File: config.mk
export PLATFORM = sky130hd
export DESIGN_NAME = pqed_search
export DESIGN_NICKNAME = d
export VERILOG_FILES = /design/src/rtl/core/pqed_pkg.sv /design/src/rtl/core/pqed_search.sv
export SDC_FILE = /design/constraint.sdc
export NUM_CORES = 1
export LEC_CHECK = 0
export BUFFER_PORTS_ARGS = -buffer_cell sky130_fd_sc_hd__buf_4
export CAP_MARGIN = 20
export CELL_PAD_IN_SITES_DETAIL_PLACEMENT = 1
export CELL_PAD_IN_SITES_GLOBAL_PLACEMENT = 1
export CORE_ASPECT_RATIO = 1.75
export CORE_MARGIN = 2
export CORE_UTILIZATION = 51
export CTS_CLUSTER_SIZE = 10
export DETAILED_ROUTE_END_ITERATION = 12
export PLACE_DENSITY = 0.85
export RECOVER_POWER = 25
export SYNTH_ARGS = -nofsm -noshare
export SYNTH_HDL_FRONTEND = slang
export SYNTH_SLANG_ARGS = --single-unit
File: constraint.sdc
create_clock -name clock -period 24.5 [get_ports clock]
set_input_delay 1.225 -clock clock [delete_from_list [all_inputs] [get_ports clock]]
set_output_delay 1.225 -clock clock [all_outputs]
set_load 0.02 [all_outputs]
File: src/rtl/core/pqed_pkg.sv
// pqed_pkg: shared constants, codes, types and helper functions of the
// palette quantizer with error diffusion; used by every file in rtl/core but pqed_ram
`default_nettype none

package pqed_pkg;

   localparam int PALETTE_DEPTH_DEF = 256;
   localparam int CACHE_ENTRIES_DEF = 32768;

   localparam int CH_W      = 8;
   localparam int MODE_W    = 2;
   localparam int IDX_W     = 8;
   localparam int CFG_W     = 9;
   localparam int CSR_IDX_W = 2;
   localparam int ERR_W     = 32;
   localparam int DIST_W    = 18;
   localparam int EPOCH_W   = 4;
   localparam int COLOR_W   = 3 * CH_W;
   localparam int ABS_SUM_W = 10;

   localparam logic [DIST_W-1:0] DIST_BOUND     = 18'd200000;
   localparam logic [CFG_W-1:0]  PAL_SIZE_RESET = 9'd256;
   localparam logic [CH_W-1:0]   CH_MAX         = 8'd255;

   localparam logic [MODE_W-1:0] MODE_PIXEL = 2'd0;
   localparam logic [MODE_W-1:0] MODE_LOAD  = 2'd1;
   localparam logic [MODE_W-1:0] MODE_FRAME = 2'd2;

   localparam logic [CSR_IDX_W-1:0] CSR_PALETTE_SIZE = 2'd0;
   localparam logic [CSR_IDX_W-1:0] CSR_INDEX_BASE   = 2'd1;

   typedef enum logic [2:0] {
      ST_CLEAR,
      ST_IDLE,
      ST_CHECK,
      ST_SEARCH,
      ST_ERR
   } ctl_state_type;

   typedef enum logic [1:0] {
      SR_IDLE,
      SR_RUN,
      SR_DONE
   } srch_state_type;

   typedef struct packed {
      logic            start;
      logic [CH_W-1:0] cr;
      logic [CH_W-1:0] cg;
      logic [CH_W-1:0] cb;
   } srch_req_type;

   typedef struct packed {
      logic             done;
      logic [IDX_W-1:0] best;
   } srch_rsp_type;

   // pixel plus half the carried error (floor), clamped to 0..255
   function automatic logic [CH_W-1:0] adjust_channel(input logic [CH_W-1:0] c,
                                                      input logic signed [CH_W:0] carry);
      logic signed [CH_W+1:0] s;
      logic [CH_W-1:0]        res;
      s = $signed({2'b00, c}) + $signed({carry[CH_W], carry[CH_W], carry[CH_W:1]});
      if (s[CH_W+1]) begin
         res = '0;
      end else if (s[CH_W]) begin
         res = CH_MAX;
      end else begin
         res = s[CH_W-1:0];
      end
      return res;
   endfunction

   // centre of the 8-wide cell holding c
   function automatic logic [CH_W-1:0] cell_centre(input logic [CH_W-1:0] c);
      return {c[CH_W-1:3], 3'b100};
   endfunction

   function automatic logic [CH_W-1:0] abs_diff(input logic signed [CH_W:0] d);
      logic signed [CH_W:0] m;
      m = d[CH_W] ? -d : d;
      return m[CH_W-1:0];
   endfunction

endpackage

`default_nettype wire

File: src/rtl/core/pqed_search.sv
// pqed_search: nearest palette entry search, one shared squarer stepping
// over channels and entries; depends on pqed_pkg, reads the palette ram
`default_nettype none

module pqed_search #(
   parameter int PALETTE_DEPTH = pqed_pkg::PALETTE_DEPTH_DEF
) (
   input  wire logic                               clock,
   input  wire logic                               reset,
   input  wire pqed_pkg::srch_req_type             req,
   input  wire logic [$clog2(PALETTE_DEPTH):0]     limit,
   output      pqed_pkg::srch_rsp_type             rsp,
   output      logic                               pal_rd_en,
   output      logic [$clog2(PALETTE_DEPTH)-1:0]   pal_rd_addr,
   input  wire logic [pqed_pkg::COLOR_W-1:0]       pal_rdata
);

   localparam int PAL_AW = $clog2(PALETTE_DEPTH);
   localparam int CNT_W  = PAL_AW + 1;
   localparam int CH_W   = pqed_pkg::CH_W;
   localparam int DIST_W = pqed_pkg::DIST_W;

   pqed_pkg::srch_state_type   state_ff, state_in;
   logic [1:0]                 phase_ff, phase_in;
   logic [CNT_W-1:0]           idx_ff, idx_in;
   logic [CNT_W-1:0]           limit_ff, limit_in;
   logic [pqed_pkg::IDX_W-1:0] best_ff, best_in;
   logic [DIST_W-1:0]          min_ff, min_in;
   logic [DIST_W-1:0]          acc_ff, acc_in;
   logic [CH_W-1:0]            cr_ff, cr_in;
   logic [CH_W-1:0]            cg_ff, cg_in;
   logic [CH_W-1:0]            cb_ff, cb_in;

   logic [CH_W-1:0]            ent_ch;
   logic [CH_W-1:0]            cen_ch;
   logic [CH_W-1:0]            mag;
   logic [2*CH_W-1:0]          sq;
   logic [DIST_W-1:0]          dist_sum;
   logic [CNT_W-1:0]           idx_next;

   // shared squared-difference unit, one channel per cycle
   always_comb begin
      case (phase_ff)
         2'd0: begin
            ent_ch = pal_rdata[3*CH_W-1:2*CH_W];
            cen_ch = cr_ff;
         end
         2'd1: begin
            ent_ch = pal_rdata[2*CH_W-1:CH_W];
            cen_ch = cg_ff;
         end
         default: begin
            ent_ch = pal_rdata[CH_W-1:0];
            cen_ch = cb_ff;
         end
      endcase
      mag      = pqed_pkg::abs_diff($signed({1'b0, ent_ch}) - $signed({1'b0, cen_ch}));
      sq       = mag * mag;
      dist_sum = acc_ff + DIST_W'(sq);
      idx_next = idx_ff + CNT_W'(1);
   end

   always_ff @(posedge clock) begin
      if (reset) begin
         state_ff <= pqed_pkg::SR_IDLE;
      end else begin
         state_ff <= state_in;
      end
      phase_ff <= phase_in;
      idx_ff   <= idx_in;
      limit_ff <= limit_in;
      best_ff  <= best_in;
      min_ff   <= min_in;
      acc_ff   <= acc_in;
      cr_ff    <= cr_in;
      cg_ff    <= cg_in;
      cb_ff    <= cb_in;
   end

   always_comb begin
      state_in    = state_ff;
      phase_in    = phase_ff;
      idx_in      = idx_ff;
      limit_in    = limit_ff;
      best_in     = best_ff;
      min_in      = min_ff;
      acc_in      = acc_ff;
      cr_in       = cr_ff;
      cg_in       = cg_ff;
      cb_in       = cb_ff;
      pal_rd_en   = 1'b0;
      pal_rd_addr = '0;
      rsp.done    = 1'b0;
      rsp.best    = best_ff;

      case (state_ff)
         pqed_pkg::SR_IDLE: begin
            if (req.start) begin
               cr_in    = req.cr;
               cg_in    = req.cg;
               cb_in    = req.cb;
               limit_in = limit;
               idx_in   = '0;
               best_in  = '0;
               min_in   = pqed_pkg::DIST_BOUND;
               phase_in = 2'd0;
               if (limit == '0) begin
                  state_in = pqed_pkg::SR_DONE;
               end else begin
                  pal_rd_en = 1'b1;
                  state_in  = pqed_pkg::SR_RUN;
               end
            end
         end
         pqed_pkg::SR_RUN: begin
            case (phase_ff)
               2'd0: begin
                  acc_in   = DIST_W'(sq);
                  phase_in = 2'd1;
               end
               2'd1: begin
                  acc_in   = dist_sum;
                  phase_in = 2'd2;
               end
               default: begin
                  if (dist_sum < min_ff) begin
                     min_in  = dist_sum;
                     best_in = pqed_pkg::IDX_W'(idx_ff);
                  end
                  idx_in   = idx_next;
                  phase_in = 2'd0;
                  if (idx_next == limit_ff) begin
                     state_in = pqed_pkg::SR_DONE;
                  end else begin
                     pal_rd_en   = 1'b1;
                     pal_rd_addr = idx_next[PAL_AW-1:0];
                  end
               end
            endcase
         end
         pqed_pkg::SR_DONE: begin
            rsp.done = 1'b1;
            state_in = pqed_pkg::SR_IDLE;
         end
         default: begin
            state_in = pqed_pkg::SR_IDLE;
         end
      endcase
   end

endmodule

`default_nettype wire

---- Yosys cells after proc, flatten, opt, wreduce, memory -nomap -nowiden ----
Cells that the tools add are included.
word-level totals
  register bits after elaboration ......... 90
  bits in latches ......................... 0
  bits in writable memories ............... 0
  bits in read-only memories .............. 0
  output and inout bits ................... 18
  memories kept ........................... 0
cells by class
  $add $sub $neg .......................... 4
  multiply operators ...................... 1
  divide/modulo/power cells ............... 0
  magnitude comparators ................... 1
  equal/unequal tests ..................... 8
  shift-type cells ........................ 0
  mux-type cells .......................... 32
  bitwise gates (word level) .............. 0
  reduce and logical (&&, ||, !) cells .... 12
operators with widths
  cell                   number
  $pmux W18 S2           2
  $mux W8                7
  $mux W18               3
  $pmux W8 S2            3
  $add A18 B16 Y18       1
  $lt A18 B18 Y1         1
  $mux W9                2
  $pmux W9 S2            1
  $mul A8 B8 Y16         1
  $pmux W2 S2            3
  $mux W2                5
  $add A9 B1 Y9 const B  1
  $eq A9 B9 Y1           1
  $logic_not A9 Y1       1
  $sub A8 B8 Y9          1
  $ne A2 B2 Y1 const B   4
  $neg A8 Y8             1
  $reduce_and A2 Y1      3
  $reduce_and A3 Y1      2
  $mux W1                5
  $eq A2 B1 Y1 const B   2
  $logic_not A2 Y1       2
  $reduce_and A4 Y1      1
  $reduce_bool A2 Y1     2
  3 further kinds        3

---- Depth between registers and ports, before layout ----
Gate-level depths: netlist of run 1.
  depth in word-level cells ............... 11
  gate-level depth with buffers ........... 42
  gate-level depth less buffers ........... 41

---- Worst setup path after synthesis of run 1 ----
OpenSTA, ideal clock, no wires.
  path kind ............................... register to register
  start ................................... reg phase_ff[0]
  end ..................................... reg best_ff[0] (netlist bit), enable pin
  setup time .............................. 0.418 ns
  arrival time ............................ 10.227 ns
  data required time ...................... 24.082 ns
  path slack .............................. 13.856 ns
  stages on the path, launching flop included .. 41
  buffers on the path ..................... 3
  cell sequence ........................... edfxtp_1 -> clkbuf_1 -> clkbuf_1 -> mux2i_1 -> o21ai_0 -> ha_1 -> fa_1 -> nand2b_1 -> a21oi_4 -> a31oi_4 -> o21ai_2 -> a21oi_1 -> xor2_1 -> buf_2 -> or2_2 -> fa_1 -> inv_1 -> fa_1 -> [5 not listed] -> and3_1 -> and3_1 -> a21oi_1 -> nand2_1 -> xor2_1 -> ha_1 -> a21oi_1 -> o21ai_0 -> a31o_2 -> or3_1 -> o2111ai_1 -> xor2_1 -> inv_1 -> ha_1 -> nor2b_1 -> o21ai_0 -> nand2_1 -> a21oi_1
on the way
  cells in the longest elaborated chain, start to end .. 10
  elaborated cells on any way between the ends .. 14
  those cells by class .................... add/sub: 3; mul: 1; order compare: 1; eq/ne: 3; mux: 3; reduce/logical: 3
RTL lines
  item                                              line                RTL
  start, declared                                   pqed_search.sv:24   logic [1:0] phase_ff, phase_in;
  start signal, assigned                            pqed_search.sv:69   phase_ff <= phase_in;
  $eq A2 B1 Y1 or $logic_not A2 Y1 (tied branches)  pqed_search.sv:43   case (phase_ff)
  $pmux W8 S2                                       pqed_search.sv:43
  $sub A8 B8 Y9 *                                   pqed_search.sv:57   mag = pqed_pkg::abs_diff($signed({1'b0, ent_ch}) - $signed({1'b0, cen_ch}));
  $neg A8 Y8                                        pqed_pkg.sv:81      m = d[CH_W] ? -d : d;
  $mux W8 *                                         pqed_pkg.sv:81
  $mul A8 B8 Y16 *                                  pqed_search.sv:58   sq = mag * mag;
  $add A18 B16 Y18 *                                pqed_search.sv:59   dist_sum = acc_ff + DIST_W'(sq);
  named net dist_sum[17]                            pqed_search.sv:38   logic [DIST_W-1:0] dist_sum;
  $lt A18 B18 Y1 *                                  pqed_search.sv:126  if (dist_sum < min_ff) begin
  $ne A2 B2 Y1 (no source line) *                   n/a
  $reduce_and A4 Y1 (no source line) *              n/a
  end signal, assigned                              pqed_search.sv:72   best_ff <= best_in;
  end, declared                                     pqed_search.sv:27   logic [pqed_pkg::IDX_W-1:0] best_ff, best_in;
Mark *: on every way through the listed nets, which the timed path passes. The rest lies on a longest branch.
A chain may end at the register's enable or synchronous reset.

---- Final worst setup path of run 1 ----
Same ends and word-level chain as after synthesis.

==> qor.txt, run 1 <==
Initial DRT Pass Iterations: 5
Syn Inst Count: 692
Num CTS Buffers: 9
Max Clock Freq: 92.1 MHz
Max clock buf depth: 2
Post-route ant nets: 0
Final Max Tran Viols: 0
Top cell type's share of synthesized area: 37.7%
H-Tree Depth: 3
Clk sinks: 90
Wire per inst: 19.5 um
Fin Setup TNS: 0 ns
Clock-pin slew on the worst setup and hold paths: 0.07 ns
Sequential area share after synthesis: 38.3%
Worst Skew: 0.0138 ns
HP Class: flip-flop to flip-flop
Crit end category: flip-flop
Post-placement setup slack: 13.83 ns
Area Growth Syn to Fin: 15.4%
Die area: 14700 um2
CTS root buf: clkbuf_16
Core area: 13400 um2
Crit path max-delay family: adder cells
Die height: 159 um
Fin nets: 928
Setup-failing EPs final: 0
HPWL after DPL: 14.1 mm
Asr flop ratio synth: 0%
WP data required: 24.53 ns
Synth area leader: edfxtp_1
Buffers on Ports: 77
DRT iter0 DRCs: 273
GRT Total Usage: 26.3%
Die X-Extent: 92.6 um
Synth Warn #: 0
Rows: 56
Fill count: 1491
Final hold violation count: 0
Top FF cell, synth: edfxtp_1
Mean Syn Cell Area: 10.1 um2
Slew Limit Headroom: 33.0%
ANT cells: 0
Synth cell types: 53
Hold_ws: 0.623 ns
Layout cells sized above 1: 15.6%
Detailed-route via count: 5336
Area contributors post-synth: edfxtp_1 38%, ha_1 13%, fa_1 7.4%
First-pass GRT wire length: 30.0 mm
Synth Register Bits: 90
IO Pins: 78
Routability Congestion: 0.836
Vias in the first global route: 6151
Mapped Area: 7000 um2
Initial core utilization: 52.3%
Cell mode on critical path: fa_1
Post-CTS setup buffer count: 0
Initial antenna violation count: 0
CTS resizes: 0
DRC: 0
Commonest non-fill, non-tap cell in the layout: edfxtp_1
Post-Syn Nets: 851
Fin crit share: 44.3%
CP max stage cell: edfxtp_1
Worst Path Max Fanout: 26
CP max stage delay: 1.01 ns
Grt ovf: 0
Min cycle time layout: 10.86 ns
Total of max-cap violations: 0
CTS tree: yes
Setup ws final: 13.64 ns
DR vias/cell: 5.63
WL final: 18.5 mm
Critical Path Source Type: flip-flop
Actual slew at the worst max-slew pin: 1.01 ns
CP arrival: 10.89 ns
Most frequent cells in the layout: 88 x edfxtp_1, 85 x inv_1, 74 x nor2_1, 73 x ha_1, 53 x nand2_1
Post-synth EDFFs: 88
Largest net degree at the start of global routing: 35
RSZ-0062 raised after global routing: no
Finished Core Util: 60.4%
Buffers & Inverters on Critical Path: 5
Worst skew pair latency: 0.36 ns
Status: completed
Worst Setup Path Type: flip-flop to flip-flop
CTS Hold Buffers Added: 0
[path summary, 6_finish.rpt]
path                                   from  slack (ns)  cells past startpoint                        to
setup / recovery  phase_ff[0]$_SDFFCE_PN0P_       13.64                     39  best_ff[0]$_SDFFCE_PN0P_
hold / removal     acc_ff[17]$_SDFFCE_PN0P_        0.62                      2  min_ff[17]$_SDFFCE_PN1P_
setup reg to reg  phase_ff[0]$_SDFFCE_PN0P_       13.64                     39  best_ff[0]$_SDFFCE_PN0P_
hold reg to reg    acc_ff[17]$_SDFFCE_PN0P_        0.62                      2  min_ff[17]$_SDFFCE_PN1P_
[per-layer routing]
metal / part of all wire [%] / global-route usage, % / up-vias
met4: 4.1 / 11.2 / 0
met1: 35 / 25.3 / 2646
met5: 0 / 0 / -
met2: 59 / 53.0 / 118
met3: 2.5 / 3.74 / 53
li1: - / - / 2519
[synthesized netlist by cell type, types with 10 or more instances]
cell,number
nand2b_1,10
a21oi_1,35
a21o_1,19
clkbuf_1,15
nand2_1,53
and2_1,21
edfxtp_1,88
mux2i_1,16
nor2_1,74
inv_1,85
xnor2_1,30
fa_1,26
ha_1,73
xor2_1,22
o21ai_0,24
[cells by family (layout without fill, tap and decap cells)]
logic type | after synthesis | in the layout | synth area share [%]
AOI/OAI and AO/OA | 121 | 121 | 11.7
xor gates and xnor gates | 57 | 57 | 7.66
adders and majority gates | 99 | 99 | 20.5
buffers and inverters | 102 | 184 | 5.48
DFF | 90 | 90 | 38.3
muxes | 18 | 18 | 2.61
and+or+nand+nor | 205 | 205 | 13.8
[tightest hold or removal path, cell delays in order (launching register included)]
cell,delay [ns]
edfxtp_1,0.35
xor2_1,0.11
nand2_1,0.06
[per-stage QoR]
step	cells	area [um2]
4_1_cts	948	8110
2_1_floorplan	692	7000
5_1_grt	948	8080
6_report	948	8080
3_3_place_gp	931	7770
3_5_place_dp	932	7800
[area by class of cell]
cell class                      count  area, um2  share of cell area [%]
Multi-Input combinational cell    500       3940                    48.8
Sequential cell                    90       2680                    33.2
Timing Repair Buffer               82        609                    7.54
Inverter                           86        323                    4.00
Clock buffer                        9        225                    2.79
Tap cell                          174        218                    2.69
Clock inverter                      7       81.3                    1.01
[flip-flops by register name (all words and copies together) (netlist names)]
name and cells:
acc_ff 18, best_ff 8, cb_ff 8, cg_ff 8, cr_ff 8, idx_ff 9
limit_ff 9, min_ff 18, phase_ff 2, state_ff 2
Power of run 1 is left out: the tool's default activity adds up to more than one toggle a clock period on the data nets, which glitch-free logic cannot reach.
==> inputs of run 2 (changes only) <==
--- a/config.mk
+++ b/config.mk
@@ -11,10 +11,10 @@
 export CELL_PAD_IN_SITES_GLOBAL_PLACEMENT = 1
 export CORE_ASPECT_RATIO = 1.75
 export CORE_MARGIN = 2
-export CORE_UTILIZATION = 51
+export CORE_UTILIZATION = 47
 export CTS_CLUSTER_SIZE = 10
 export DETAILED_ROUTE_END_ITERATION = 12
-export PLACE_DENSITY = 0.85
+export PLACE_DENSITY = 0.79
 export RECOVER_POWER = 25
 export SYNTH_ARGS = -nofsm -noshare
 export SYNTH_HDL_FRONTEND = slang
==> constraint.sdc (replaced) <==
create_clock -name clock -period 10.37 [get_ports clock]
set_input_delay 0.5185 -clock clock [delete_from_list [all_inputs] [get_ports clock]]
set_output_delay 0.5185 -clock clock [all_outputs]
set_load 0.02 [all_outputs]
==> qor.txt, run 2 (synthesized netlist as in run 1, its figures left out) <==
Clk sinks: 90
CP max stage delay: 0.55 ns
Worst Setup Path Type: flip-flop to flip-flop
H-Tree Depth: 3
Grt ovf: 0
First-pass GRT wire length: 28.1 mm
Min cycle time layout: 10.0 ns
Critical Path Source Type: flip-flop
Crit end category: flip-flop
Initial DRT Pass Iterations: 6
Most frequent cells in the layout: 88 x edfxtp_1, 85 x inv_1, 74 x nor2_1, 73 x ha_1, 55 x buf_4
HP Class: primary input to flip-flop
Placed Cells: 945
CTS Hold Buffers Added: 0
Final hold violation count: 0
Actual slew at the worst max-slew pin: 1.07 ns
Status: completed
Core area: 14700 um2
Vias in the first global route: 5965
Wire per inst: 18.9 um
Fin crit share: 96.4%
ANT cells: 0
Commonest non-fill, non-tap cell in the layout: edfxtp_1
Worst Path Max Fanout: 10
Post-Layout Cell Count: 974
Initial antenna violation count: 0
Setup-failing EPs final: 0
Die X-Extent: 96.3 um
Max clock buf depth: 2
Post-DP Area: 7840 um2
DRT iter0 DRCs: 138
DR vias/cell: 5.48
DRC: 0
Buffers on Ports: 77
Detailed-route via count: 5338
Rows: 59
Max Clock Freq: 100 MHz
GRT Total Usage: 23.2%
Num CTS Buffers: 9
Clock-pin slew on the worst setup and hold paths: 0.08 ns
Die area: 15900 um2
Post-route ant nets: 0
Fin Setup TNS: 0 ns
Largest net degree at the start of global routing: 26
Initial core utilization: 47.7%
Total of max-cap violations: 0
Final Max Tran Viols: 0
CTS tree: yes
Die height: 165 um
Hold_ws: 0.338 ns
Worst Skew: 0.0157 ns
IO Pins: 78
CTS root buf: clkbuf_16
Worst skew pair latency: 0.35 ns
Cell mode on critical path: fa_1
WL final: 18.4 mm
Fin nets: 945
WP data required: 10.43 ns
Layout cells sized above 1: 17.4%
CP arrival: 10.05 ns
Largest regs: acc_ff (18), min_ff (18)
CP max stage cell: fa_1
Slew Limit Headroom: 28.9%
Finished Cell Area: 8320 um2
Area Growth Syn to Fin: 18.8%
Routability Congestion: 0.820
HPWL after DPL: 14.0 mm
[run 2: layer usage]
| metal | track usage, % | vias to the layer above | part of all wire, % |
|---|---|---|---|
| li1 | - | 2558 | - |
| met1 | 22.8 | 2632 | 35 |
| met2 | 46.3 | 100 | 59 |
| met3 | 2.95 | 48 | 2.1 |
| met4 | 9.61 | 0 | 3.5 |
| met5 | 0 | - | 0 |
[run 2: worst paths after layout]
path | startpoint | endpoint | slack, ns | cells after the start
worst min-delay path | reset | state_ff[0]$_SDFFE_PP0P_ | 0.34 | 2
worst max register to register | phase_ff[0]$_SDFFCE_PN0P_ | min_ff[5]$_SDFFCE_PN0P_ | 0.37 | 40
worst min register to register | idx_ff[3]$_SDFFCE_PN0P_ | best_ff[3]$_SDFFCE_PN0P_ | 0.62 | 1
worst max-delay path | phase_ff[0]$_SDFFCE_PN0P_ | min_ff[5]$_SDFFCE_PN0P_ | 0.37 | 40
[run 2: area by class of cell]
| type | count | area (um2) |
|---|---|---|
| Inverter | 86 | 323 |
| Timing Repair Buffer | 99 | 707 |
| Clock buffer | 9 | 225 |
| Clock inverter | 7 | 81.3 |
| Fill cell | 1616 | 6370 |
| Tap cell | 183 | 229 |
| Sequential cell | 90 | 2680 |
| Multi-Input combinational cell | 500 | 4070 |
[run 2: per-stage QoR]
step	util, %	setup slack (ns)
after floorplan	-	0.292
after global placement	53.2	0.588
after detailed placement	53.4	0.0573
after CTS	55.6	0.0315
after global routing	56.6	-0.125
final	56.6	0.375
[run 2: timing repair]
item                                    4_1_cts  5_1_grt
endpoints found under the setup margin       19       26
pin swaps                                     0        3
gates cloned                                  0        1
resized for setup                             2       17
setup buffers                                 0       12
[run 2: critical path: cells and delay by family, from the launching register on]
kind                       cells  cell delay, ns
and+or+nand+nor                9            1.74
xor gates and xnor gates       3            0.67
DFF                            1            0.51
buffers and inverters          6            0.66
muxes                          1            0.11
adders and majority gates      9            3.82
AOI/OAI and AO/OA             12            2.16
Power of run 2 is left out for the same reason.
